**src/rtl/sliding_window_frame_rate_meter_macros.svh**
```systemverilog
// Assertion macros used by the frame rate meter top level.
`ifndef SLIDING_WINDOW_FRAME_RATE_METER_MACROS_SVH
`define SLIDING_WINDOW_FRAME_RATE_METER_MACROS_SVH

// The consequent must hold in the same cycle as the antecedent.
`define SWFRM_ASSERT_SAME(label, clk, rst_n, ante, cons, msg) \
    label: assert property (@(posedge clk) disable iff (!rst_n) (ante) |-> (cons)) \
        else $error(msg);

// The consequent must hold in the cycle after the antecedent.
`define SWFRM_ASSERT_NEXT(label, clk, rst_n, ante, cons, msg) \
    label: assert property (@(posedge clk) disable iff (!rst_n) (ante) |=> (cons)) \
        else $error(msg);

`endif

```
**src/rtl/swfrm_pkg.sv**
```systemverilog
// Shared constants and types of the sliding window frame rate meter.
package swfrm_pkg;

    // Window and time base.
    localparam int MAX_WINDOW = 64;
    localparam int TIME_WIDTH = 48;
    localparam int POS_W      = $clog2(MAX_WINDOW);
    localparam int LEN_W      = $clog2(MAX_WINDOW + 1);

    // Register field widths.
    localparam int WLEN_W     = 7;
    localparam int TPMS_W     = 20;
    localparam int CFG_IDX_W  = 2;
    localparam int CFG_DATA_W = 20;

    // Register indexes.
    localparam logic [CFG_IDX_W-1:0] CFG_WINDOW_LENGTH = CFG_IDX_W'(0);
    localparam logic [CFG_IDX_W-1:0] CFG_TICKS_PER_MS  = CFG_IDX_W'(1);

    // Register reset values.
    localparam logic [WLEN_W-1:0] WLEN_RESET = WLEN_W'(30);
    localparam logic [TPMS_W-1:0] TPMS_RESET = TPMS_W'(1000);

    // Rate arithmetic: frames over milliseconds, scaled to Q8 per second.
    localparam int RATE_W   = 24;
    localparam int SCALE_Q8 = 256000;
    localparam int NUM_W    = $clog2((MAX_WINDOW - 1) * SCALE_Q8 + 1);
    localparam logic [NUM_W-1:0] Q8_SCALE = NUM_W'(SCALE_Q8);

    // Divider step counter must hold the widest division.
    localparam int STEPS_W = $clog2(TIME_WIDTH + 1);

    // Ring memory access for one cycle.
    typedef struct packed {
        logic                  we;
        logic [POS_W-1:0]      waddr;
        logic [TIME_WIDTH-1:0] wdata;
        logic [POS_W-1:0]      raddr;
    } t_ring_cmd;

    // Divider launch request.
    typedef struct packed {
        logic               start;
        logic [STEPS_W-1:0] steps;
    } t_div_req;

    // Divider status.
    typedef struct packed {
        logic busy;
        logic done;
    } t_div_stat;

endpackage

```
**src/rtl/sliding_window_frame_rate_meter.sv**
```systemverilog
// Top level of the sliding window frame rate meter.
//
//  Channel | Handshake                     | Word
//  --------+-------------------------------+-------------------------------------
//  in      | i_in_valid / o_in_stall       | i_timestamp_ticks
//  out     | o_out_valid / i_out_stall     | o_rate_q8, o_rate_valid
//  cfg     | i_cfg_valid / o_cfg_ready     | i_cfg_index, i_cfg_data
//
// A mark with a valid rate goes through the ring read, then a division of elapsed ticks by
// ticks per ms and a division of the scaled frame count by the ms on the bit-serial divider.
// With fewer than two marks the result skips both divisions, with zero elapsed ms the second.
// Reset is synchronous and active low; the ring holds no reset and is read only where written.
// The next mark is accepted once the previous result sits in the output register;
// a stalled output word holds the following result back in the block.
`include "sliding_window_frame_rate_meter_macros.svh"

module sliding_window_frame_rate_meter
    import swfrm_pkg::*;
(
    input  logic                  i_clk,
    input  logic                  i_rst_n,
    input  logic                  i_in_valid,
    output logic                  o_in_stall,
    input  logic [TIME_WIDTH-1:0] i_timestamp_ticks,
    output logic                  o_out_valid,
    input  logic                  i_out_stall,
    output logic [RATE_W-1:0]     o_rate_q8,
    output logic                  o_rate_valid,
    input  logic                  i_cfg_valid,
    output logic                  o_cfg_ready,
    input  logic [CFG_IDX_W-1:0]  i_cfg_index,
    input  logic [CFG_DATA_W-1:0] i_cfg_data
);

    typedef enum logic [2:0] {
        ST_IDLE,
        ST_READ,
        ST_DIV1,
        ST_DIV2,
        ST_FINISH
    } t_state;

    t_state                r_state;
    logic [WLEN_W-1:0]     r_wlen;
    logic [TPMS_W-1:0]     r_tpms;
    logic [POS_W-1:0]      r_write_pos;
    logic                  r_full;
    logic [TIME_WIDTH-1:0] r_ts;
    logic [NUM_W-1:0]      r_numer;
    logic                  r_ge2;
    logic [RATE_W-1:0]     r_res_rate;
    logic                  r_res_valid;
    logic                  r_out_valid;
    logic [RATE_W-1:0]     r_out_rate;
    logic                  r_out_rvalid;

    logic                  in_accept;
    logic                  cfg_write;
    logic [LEN_W-1:0]      eff_len;
    logic [POS_W-1:0]      pos;
    logic [LEN_W-1:0]      nxt;
    logic                  wrap;
    logic [POS_W-1:0]      n_write_pos;
    logic                  n_full;
    logic [LEN_W-1:0]      count;
    logic [POS_W-1:0]      oldest;
    logic [NUM_W-1:0]      numer;
    logic [TIME_WIDTH-1:0] elapsed;
    logic [TIME_WIDTH-1:0] tpms_ext;
    logic [TIME_WIDTH-1:0] oldest_ts;
    logic [TIME_WIDTH-1:0] quotient;
    logic                  ms_zero;
    logic                  quo_over;
    logic                  out_free;
    t_ring_cmd             ring_cmd;
    t_div_req              div_req;
    t_div_stat             div_stat;
    logic [TIME_WIDTH-1:0] div_dividend;
    logic [TIME_WIDTH-1:0] div_divisor;

    assign in_accept   = i_in_valid && !o_in_stall;
    assign cfg_write   = i_cfg_valid && o_cfg_ready;
    assign o_in_stall  = (r_state != ST_IDLE);
    assign o_cfg_ready = 1'b1;
    assign out_free    = !r_out_valid || !i_out_stall;

    // Window bookkeeping for the mark being accepted.
    always_comb begin
        if (r_wlen == '0) begin
            eff_len = LEN_W'(1);
        end else if (r_wlen > WLEN_W'(MAX_WINDOW)) begin
            eff_len = LEN_W'(MAX_WINDOW);
        end else begin
            eff_len = LEN_W'(r_wlen);
        end
        pos         = (LEN_W'(r_write_pos) < eff_len) ? r_write_pos : '0;
        nxt         = LEN_W'(pos) + LEN_W'(1);
        wrap        = (nxt >= eff_len);
        n_write_pos = wrap ? '0 : POS_W'(nxt);
        n_full      = r_full || wrap;
        count       = n_full ? eff_len : nxt;
        oldest      = n_full ? n_write_pos : '0;
        numer       = NUM_W'(count - LEN_W'(1)) * Q8_SCALE;
    end

    // Ring access: store the newest mark, fetch the oldest.
    always_comb begin
        ring_cmd.we    = in_accept;
        ring_cmd.waddr = pos;
        ring_cmd.wdata = i_timestamp_ticks;
        ring_cmd.raddr = oldest;
    end

    swfrm_ring u_ring (
        .i_clk   (i_clk),
        .i_cmd   (ring_cmd),
        .o_rdata (oldest_ts)
    );

    // Divider operands: ticks to ms first, then scaled frame count over ms.
    always_comb begin
        elapsed  = r_ts - oldest_ts;
        tpms_ext = (r_tpms == '0) ? TIME_WIDTH'(1) : TIME_WIDTH'(r_tpms);
        ms_zero  = (quotient == '0);
        quo_over = |quotient[TIME_WIDTH-1:RATE_W];
        div_req.start = ((r_state == ST_READ) && r_ge2)
                     || ((r_state == ST_DIV1) && div_stat.done && !ms_zero);
        if (r_state == ST_READ) begin
            div_req.steps = STEPS_W'(TIME_WIDTH);
            div_dividend  = elapsed;
            div_divisor   = tpms_ext;
        end else begin
            div_req.steps = STEPS_W'(NUM_W);
            div_dividend  = {r_numer, {(TIME_WIDTH - NUM_W){1'b0}}};
            div_divisor   = quotient;
        end
    end

    swfrm_div u_div (
        .i_clk      (i_clk),
        .i_rst_n    (i_rst_n),
        .i_req      (div_req),
        .i_dividend (div_dividend),
        .i_divisor  (div_divisor),
        .o_stat     (div_stat),
        .o_quotient (quotient)
    );

    // Configuration registers and window position.
    always_ff @(posedge i_clk) begin
        if (!i_rst_n) begin
            r_wlen      <= WLEN_RESET;
            r_tpms      <= TPMS_RESET;
            r_write_pos <= '0;
            r_full      <= 1'b0;
        end else if (cfg_write) begin
            unique case (i_cfg_index)
                CFG_WINDOW_LENGTH: begin
                    r_wlen      <= i_cfg_data[WLEN_W-1:0];
                    r_write_pos <= '0;
                    r_full      <= 1'b0;
                end
                CFG_TICKS_PER_MS: begin
                    r_tpms <= i_cfg_data[TPMS_W-1:0];
                end
                default: begin
                end
            endcase
        end else if (in_accept) begin
            r_write_pos <= n_write_pos;
            r_full      <= n_full;
        end
    end

    // Item sequencer with the result and output registers.
    always_ff @(posedge i_clk) begin
        if (!i_rst_n) begin
            r_state     <= ST_IDLE;
            r_out_valid <= 1'b0;
        end else begin
            // In the finish state a taken word is replaced by the new one below.
            if (r_out_valid && !i_out_stall && (r_state != ST_FINISH)) begin
                r_out_valid <= 1'b0;
            end
            unique case (r_state)
                ST_IDLE: begin
                    if (in_accept) begin
                        r_ts    <= i_timestamp_ticks;
                        r_numer <= numer;
                        r_ge2   <= (count >= LEN_W'(2));
                        r_state <= ST_READ;
                    end
                end
                ST_READ: begin
                    if (r_ge2) begin
                        r_state <= ST_DIV1;
                    end else begin
                        r_res_rate  <= '0;
                        r_res_valid <= 1'b0;
                        r_state     <= ST_FINISH;
                    end
                end
                ST_DIV1: begin
                    if (div_stat.done) begin
                        if (ms_zero) begin
                            r_res_rate  <= '0;
                            r_res_valid <= 1'b0;
                            r_state     <= ST_FINISH;
                        end else begin
                            r_state <= ST_DIV2;
                        end
                    end
                end
                ST_DIV2: begin
                    if (div_stat.done) begin
                        r_res_rate  <= quo_over ? '1 : quotient[RATE_W-1:0];
                        r_res_valid <= 1'b1;
                        r_state     <= ST_FINISH;
                    end
                end
                ST_FINISH: begin
                    if (out_free) begin
                        r_out_valid  <= 1'b1;
                        r_out_rate   <= r_res_rate;
                        r_out_rvalid <= r_res_valid;
                        r_state      <= ST_IDLE;
                    end
                end
                default: begin
                    r_state <= ST_IDLE;
                end
            endcase
        end
    end

    assign o_out_valid  = r_out_valid;
    assign o_rate_q8    = r_out_rate;
    assign o_rate_valid = r_out_rvalid;

    // An accepted mark always goes on to the ring read.
    `SWFRM_ASSERT_NEXT(a_accept_reads, i_clk, i_rst_n, in_accept, r_state == ST_READ, "accepted mark did not reach the read state")
    // The divider only runs while the sequencer waits on it.
    `SWFRM_ASSERT_SAME(a_div_owned, i_clk, i_rst_n, div_stat.busy, (r_state == ST_DIV1) || (r_state == ST_DIV2), "divider busy outside a division state")
    // The write position never leaves the current window.
    `SWFRM_ASSERT_SAME(a_pos_in_window, i_clk, i_rst_n, 1'b1, LEN_W'(r_write_pos) < eff_len, "write position beyond window length")
    // An invalid rate is always reported as zero.
    `SWFRM_ASSERT_SAME(a_invalid_zero, i_clk, i_rst_n, r_out_valid && !r_out_rvalid, r_out_rate == '0, "invalid rate word carries a nonzero rate")

endmodule

```
**src/rtl/swfrm_ring.sv**
```systemverilog
// Ring of frame mark timestamps, one write and one registered read port.
module swfrm_ring
    import swfrm_pkg::*;
(
    input  logic                  i_clk,
    input  t_ring_cmd             i_cmd,
    output logic [TIME_WIDTH-1:0] o_rdata
);

    logic [TIME_WIDTH-1:0] r_mem [MAX_WINDOW];
    logic [TIME_WIDTH-1:0] r_rdata;

    // Write the newest mark and read the oldest one in the same cycle.
    always_ff @(posedge i_clk) begin
        if (i_cmd.we) begin
            r_mem[i_cmd.waddr] <= i_cmd.wdata;
        end
        r_rdata <= r_mem[i_cmd.raddr];
    end

    assign o_rdata = r_rdata;

endmodule

```
**src/rtl/swfrm_div.sv**
```systemverilog
// Restoring divider producing one quotient bit per cycle, shared by both divisions.
module swfrm_div
    import swfrm_pkg::*;
(
    input  logic                  i_clk,
    input  logic                  i_rst_n,
    input  t_div_req              i_req,
    input  logic [TIME_WIDTH-1:0] i_dividend,
    input  logic [TIME_WIDTH-1:0] i_divisor,
    output t_div_stat             o_stat,
    output logic [TIME_WIDTH-1:0] o_quotient
);

    logic                  r_busy;
    logic                  r_done;
    logic [STEPS_W-1:0]    r_cnt;
    logic [TIME_WIDTH-1:0] r_rem;
    logic [TIME_WIDTH-1:0] r_dvd;
    logic [TIME_WIDTH-1:0] r_dvs;
    logic [TIME_WIDTH-1:0] r_quo;

    logic [TIME_WIDTH:0]   trial;
    logic [TIME_WIDTH:0]   diff;
    logic                  fits;

    // Bring down the next dividend bit and try the subtraction.
    always_comb begin
        trial = {r_rem, r_dvd[TIME_WIDTH-1]};
        diff  = trial - {1'b0, r_dvs};
        fits  = (trial >= {1'b0, r_dvs});
    end

    // Control: count steps, flag the last one.
    always_ff @(posedge i_clk) begin
        if (!i_rst_n) begin
            r_busy <= 1'b0;
            r_done <= 1'b0;
            r_cnt  <= '0;
        end else begin
            r_done <= r_busy && !i_req.start && (r_cnt == STEPS_W'(1));
            if (i_req.start) begin
                r_busy <= 1'b1;
                r_cnt  <= i_req.steps;
            end else if (r_busy) begin
                r_cnt <= r_cnt - STEPS_W'(1);
                if (r_cnt == STEPS_W'(1)) begin
                    r_busy <= 1'b0;
                end
            end
        end
    end

    // Datapath: partial remainder, shifting dividend and quotient.
    always_ff @(posedge i_clk) begin
        if (i_req.start) begin
            r_rem <= '0;
            r_dvd <= i_dividend;
            r_dvs <= i_divisor;
            r_quo <= '0;
        end else if (r_busy) begin
            r_rem <= fits ? diff[TIME_WIDTH-1:0] : trial[TIME_WIDTH-1:0];
            r_dvd <= {r_dvd[TIME_WIDTH-2:0], 1'b0};
            r_quo <= {r_quo[TIME_WIDTH-2:0], fits};
        end
    end

    assign o_stat.busy = r_busy;
    assign o_stat.done = r_done;
    assign o_quotient  = r_quo;

endmodule

```
**config.mk**
```make
export PLATFORM = sky130hd
export DESIGN_NAME = sliding_window_frame_rate_meter
export DESIGN_NICKNAME = d
export VERILOG_FILES = /design/src/rtl/swfrm_pkg.sv /design/src/rtl/sliding_window_frame_rate_meter.sv /design/src/rtl/swfrm_ring.sv /design/src/rtl/swfrm_div.sv
export VERILOG_INCLUDE_DIRS = /design/src /design/src/rtl
export SDC_FILE = /design/constraint.sdc
export NUM_CORES = 2
export LEC_CHECK = 0
export BUFFER_PORTS_ARGS = -buffer_cell sky130_fd_sc_hd__buf_2
export CAP_MARGIN = 15
export CORE_UTILIZATION = 55
export DETAILED_ROUTE_END_ITERATION = 7
export HOLD_SLACK_MARGIN = 0.1
export PLACE_DENSITY = 0.69
export SLEW_MARGIN = 20
export SYNTH_ARGS = -nofsm -noshare
export SYNTH_HDL_FRONTEND = slang
export SYNTH_HIERARCHICAL = 1
export SYNTH_SLANG_ARGS = --single-unit
```
**constraint.sdc**
```tcl
create_clock -name i_clk -period 8.85 [get_ports i_clk]
set_input_delay 1.77 -clock i_clk [delete_from_list [all_inputs] [get_ports i_clk]]
set_output_delay 1.77 -clock i_clk [all_outputs]
set_load 0.03 [all_outputs]
```
### Word level (Yosys, flattened, before mapping)

Memories as Yosys holds them, arrays and structs flattened. A register that Yosys moved wholly into a read port is not among the register bits.
Index checks and enable logic that the tools add are counted.

* register bits: 350
* memory bits (writable): 3072
* bits of input ports: 75
* output and inout port bits: 28
* memories kept: 1

* $add $sub $neg: 5
* $mul: 1
* order comparisons: 5
* eq/ne operators: 14
* muxes and demuxes: 47
* reduce and logical (&&, ||, !) cells: 33

Memories
* u_ring.r_mem: depth 64, bits a word 48, read ports 1, clocked after memory_dff 1, write ports 1, RTL line swfrm_ring.sv:10 `logic [TIME_WIDTH-1:0] r_mem [MAX_WINDOW];`

Operators by type and width (count)
* two-way mux 48 bit: 5
* two-way mux 24 bit: 5
* subtractor 48 bit: 2
* case mux 24 bit (3 select lines): 1
* two-way mux 6 bit: 9
* >= comparator 49 x 48 -> 1 bit: 1
* zero test 48 bit: 1
* multiplier 24 x 7 -> 13 bit (second input constant): 1
* OR reduction 24 bit: 1
* two-way mux 7 bit: 3
* zero test 20 bit: 1
* two-way mux 20 bit: 1
* two-way mux 3 bit: 6
* two-way mux 1 bit: 15
* case mux 3 bit (5 select lines): 1
* logical AND 1 bit: 8
* inequality test 2 bit (second input constant): 4
* subtractor 7 x 1 -> 8 bit (second input constant): 1
* adder 6 x 1 -> 7 bit (second input constant): 1
* >= comparator 7 x 2 -> 1 bit (second input constant): 1
* >= comparator 7 bit: 1
* > comparator 7 bit (second input constant): 1
* zero test 7 bit: 1
* less-than comparator 6 x 7 -> 1 bit: 1
* other kinds (19): 33

### Logic depth before layout (Yosys ltp)

* word-level depth: 11
* gate-level depth with buffers: 36
* mapped depth without buffers: 35

### Cells and area by module

The synthesis kept the hierarchy.

By module, submodules not included
* swfrm_ring: times used 1, cells an instance 4970, area an instance 117117.3 µm²
* sliding_window_frame_rate_meter: times used 1, cells an instance 1229, area an instance 10832.9 µm²
* swfrm_div: times used 1, cells an instance 1050, area an instance 10506.3 µm²

### Least setup slack after synthesis

Ideal clock, no wire load.

* path kind: reg2reg
* start: register r_wlen[6]
* end: register r_numer[23] (data pin)
* arrival: 6.759 ns
* path slack: 1.831 ns
* cell stages (with the launch flop): 32
* path buffers: 2
* clock period less this slack: 7.019 ns
* cells stage by stage: dfxtp_1 -> inv_1 -> nand2_1 -> ha_1 -> o21ai_0 -> a21oi_1 -> a21boi_0 -> or2_2 -> clkbuf_1 -> nor2_1 -> ha_1 -> a2111oi_0 -> o21ai_0 -> a21oi_1 -> buf_2 -> mux2i_1 -> nor2_1 -> xnor2_1 -> ha_1 -> inv_1 -> fa_1 -> inv_1 -> fa_1 -> inv_1 -> fa_1 -> inv_1 -> ha_1 -> a21oi_1 -> o21bai_1 -> a21oi_1 -> o21ai_0 -> xnor2_1

* longest elaborated chain between the ends: 11
* elaborated cells on any way between the ends: 12
* classes of those cells: add/sub: 2; mul: 1; order compare: 3; mux: 4; reduce/logical: 2

Ends and longest elaborated chain
* start: declaration: RTL line sliding_window_frame_rate_meter.sv:44 `logic [WLEN_W-1:0] r_wlen;`
* start signal: assignment: RTL line sliding_window_frame_rate_meter.sv:159 `r_wlen <= i_cfg_data[WLEN_W-1:0];`
* > comparator 7 bit: RTL line sliding_window_frame_rate_meter.sv:91 `end else if (r_wlen > WLEN_W'(MAX_WINDOW)) begin`
* two-way mux 7 bit: RTL line sliding_window_frame_rate_meter.sv:91
* two-way mux 7 bit *: RTL line sliding_window_frame_rate_meter.sv:89 `if (r_wlen == '0) begin`
* less-than comparator 6 x 7 -> 1 bit: RTL line sliding_window_frame_rate_meter.sv:96 `pos = (LEN_W'(r_write_pos) < eff_len) ? r_write_pos : '0;`
* two-way mux 6 bit: RTL line sliding_window_frame_rate_meter.sv:96
* adder 6 x 1 -> 7 bit: RTL line sliding_window_frame_rate_meter.sv:97 `nxt = LEN_W'(pos) + LEN_W'(1);`
* >= comparator 7 bit: RTL line sliding_window_frame_rate_meter.sv:98 `wrap = (nxt >= eff_len);`
* logical OR 1 bit: RTL line sliding_window_frame_rate_meter.sv:100 `n_full = r_full || wrap;`
* two-way mux 7 bit *: RTL line sliding_window_frame_rate_meter.sv:101 `count = n_full ? eff_len : nxt;`
* subtractor 7 x 1 -> 8 bit *: RTL line sliding_window_frame_rate_meter.sv:103 `numer = NUM_W'(count - LEN_W'(1)) * Q8_SCALE;`
* multiplier 24 x 7 -> 13 bit *: RTL line sliding_window_frame_rate_meter.sv:103
* net numer[23]: RTL line sliding_window_frame_rate_meter.sv:67 `logic [NUM_W-1:0] numer;`
* end signal: assignment: RTL line sliding_window_frame_rate_meter.sv:189 `r_numer <= numer;`
* end: declaration: RTL line sliding_window_frame_rate_meter.sv:49 `logic [NUM_W-1:0] r_numer;`

The timed path passes the listed nets; every way through them passes the cells marked *.
A chain may end at the register's enable or synchronous reset.

### Final worst setup path

* start: register r_wlen[6]
* end: register r_numer[23] (data pin)

* longest elaborated chain between the ends: 11
* elaborated cells on any way between the ends: 12
* classes of those cells: add/sub: 2; mul: 1; order compare: 3; mux: 4; reduce/logical: 2

Ends and longest elaborated chain
* > comparator 7 bit: RTL line sliding_window_frame_rate_meter.sv:91
* two-way mux 7 bit: RTL line sliding_window_frame_rate_meter.sv:91
* two-way mux 7 bit *: RTL line sliding_window_frame_rate_meter.sv:89
* less-than comparator 6 x 7 -> 1 bit *: RTL line sliding_window_frame_rate_meter.sv:96
* two-way mux 6 bit *: RTL line sliding_window_frame_rate_meter.sv:96
* net pos[0]: RTL line sliding_window_frame_rate_meter.sv:60 `logic [POS_W-1:0] pos;`
* adder 6 x 1 -> 7 bit *: RTL line sliding_window_frame_rate_meter.sv:97
* >= comparator 7 bit: RTL line sliding_window_frame_rate_meter.sv:98
* logical OR 1 bit: RTL line sliding_window_frame_rate_meter.sv:100
* two-way mux 7 bit *: RTL line sliding_window_frame_rate_meter.sv:101
* subtractor 7 x 1 -> 8 bit *: RTL line sliding_window_frame_rate_meter.sv:103
* multiplier 24 x 7 -> 13 bit *: RTL line sliding_window_frame_rate_meter.sv:103
* net numer[23]: RTL line sliding_window_frame_rate_meter.sv:67

Marked as above.

==> results.txt <==
Placed insts - 10500
Power Dens Cells - 228 mW/mm2
PortBufs - 101
Worst hold slack - 0.414 ns
CTS tree - yes
Non-filler instance count after layout - 11100
RSZ-0062 raised after global routing - false
Count of pins over their slew limit - 0
# DRC - 0
Initial antenna violation count - 23
Routed Antenna Nets - 0
Crit path time final - 8.07 ns
Number of global-route vias before repair - 73000
Most used cell, CP - inv_1
Final TNS setup - 0 ns
GRT Total Usage - 0.291
CP endpoint kind - flip-flop
Total grt overflow - 0
WP data arrival - 8.73 ns
Gpl congestion - 0.893
Largest net degree at the start of global routing - 113
Class of the worst hold path - reg -> reg
Kind of critical path - reg -> reg
Max VDD drop - 0.246 mV
Warnings from Yosys - 6
CP peak stage delay - 0.53 ns
Starting density of the core - 0.555
Area delta synth->final - 12.0%
Power Total - 35.3 mW
Share of cells above drive strength 1 - 0.223
CP Launch Type - flip-flop
Max Cap Viol - 0
Nets - 7755
First-pass GRT wire length - 528 mm
FP Rows - 183
Worst skew pair latency - 0.99 ns
Setup violators final - 0
Final Cell Area - 0.155 mm2
Clk slew on worst S/H paths - 0.06 ns
DR vias - 74400
Avg Vias per Cell - 6.67
Num Clock Sinks - 3470
First-pass DRT Iterations - 8
Root buf cell - clkbuf_16
Total Routed Length - 372 mm
Setup WS post-layout - 0.783 ns
Slew HR - 0.186
Worst-margin pin slew - 1.22 ns
Die H - 504 um
IO Count - 103
Pleak - 49.2 nW
Worst path required time - 9.51 ns
Core Util, Final - 0.622
Setup bufs post-CTS - 0
Max stage delay cell, worst path - mux2i_1
Fin. Hold Viols - 0
Mean Syn Cell Area - 19.1 um2
Status - complete, no violations
Die X - 504 um
Mapped cell area - 0.138 mm2
Num CTS Buffers - 361
Post-CTS Resized - 0
Fmax - 124 MHz
# hold bufs at CTS - 0
CTS H-tree lvls - 5
Max clock buf depth - 4
Drt initial violations - 9664
CP max FO - 20
Die area - 0.254 mm2
Post-Synthesis Cells - 7248
Post-placement cell area - 0.144 mm2
Multi-input logic area - 0.0342 mm2
DP Worst Slack - 0.839 ns
Routed len/inst - 33.4 um
Storage cell area - 0.102 mm2
Clock skew - 0.0768 ns
DP Wirelength - 208 mm
Total core area - 0.249 mm2
Tcrit/Tclk final - 0.912
Fillers - 17200
==> worst max-delay path, delay by kind of cell, from the launching register on <==
kind            cells  cell delay, ns
fa+ha+maj           7            2.73
flops               1            0.50
mux                 1            0.53
xor+xnor            2            0.34
compound gates     11            2.16
buf+inv             7            0.87
simple gates        5            0.69
==> final cells by class <==
type	instances	share of cell area
Tap cell	3330	0.0269
Multi-Input combinational cell	3226	0.220
Antenna cell	10	0.000161
Sequential cell	3470	0.660
Clock buffer	474	0.0633
Timing Repair Buffer	295	0.0154
Clock inverter	168	0.00969
Inverter	175	0.00425
==> final timing paths <==
check,slack [ns],depth (start not counted),end,startpoint
hold reg to reg,0.41,0,o_rate_q8[21]$_DFFE_PP_,r_res_rate[21]$_SDFFCE_PN0P_
hold / removal,0.41,0,o_rate_q8[21]$_DFFE_PP_,r_res_rate[21]$_SDFFCE_PN0P_
setup reg to reg,0.78,33,r_numer[23]$_DFFE_PP_,r_wlen[6]$_SDFFE_PN0P_
setup / recovery,0.78,33,r_numer[23]$_DFFE_PP_,r_wlen[6]$_SDFFE_PN0P_
==> report_power, final <==
| group | switching, mW | internal (mW) | total, mW |
|---|---|---|---|
| combinational | 1.51 | 0.808 | 2.32 |
| sequential | 0.150 | 18.2 | 18.3 |
| clock | 6.14 | 8.51 | 14.7 |
==> per-layer routing <==
layer	GRT usage	wire, um
met1	0.416	144000
met2	0.449	174000
met3	0.0632	41200
met4	0.0945	13100
met5	0	26
==> state kept, by name, indices dropped and copies added (netlist names), 6 cells and up <==
name / cells
r_wlen: 7
u_ring/r_mem: 3072
o_rate_q8: 24
r_ts: 48
u_div/o_quotient: 48
r_res_rate: 24
u_ring/o_rdata: 48
r_numer: 13
u_div/r_cnt: 6
u_div/r_rem: 48
u_div/r_dvs: 48
u_div/r_dvd: 48
r_write_pos: 6
r_tpms: 20
==> placed cells by master (no fill, tap or decap), types with 31 or more instances in the layout <==
cell type and instances:
a211oi_1 56, a21o_1 42, a21oi_1 214, a221oi_1 86, a22o_1 58, a22oi_1 80
a311oi_1 31, and2_1 47, buf_2 78, buf_4 190, clkbuf_1 87, clkbuf_16 370
clkinv_1 66, clkinv_2 55, dfxtp_1 189, edfxtp_1 3280, ha_1 132, inv_1 173
mux2_2 63, mux2i_1 120, mux4_2 754, nand2_1 347, nand3_1 44, nor2_1 266
nor2_4 67, nor2b_1 36, o21a_1 43, o21ai_0 86, o22ai_1 127, xnor2_1 73
xor2_1 39
No activity file was read; power rests on OpenSTA's default activity.
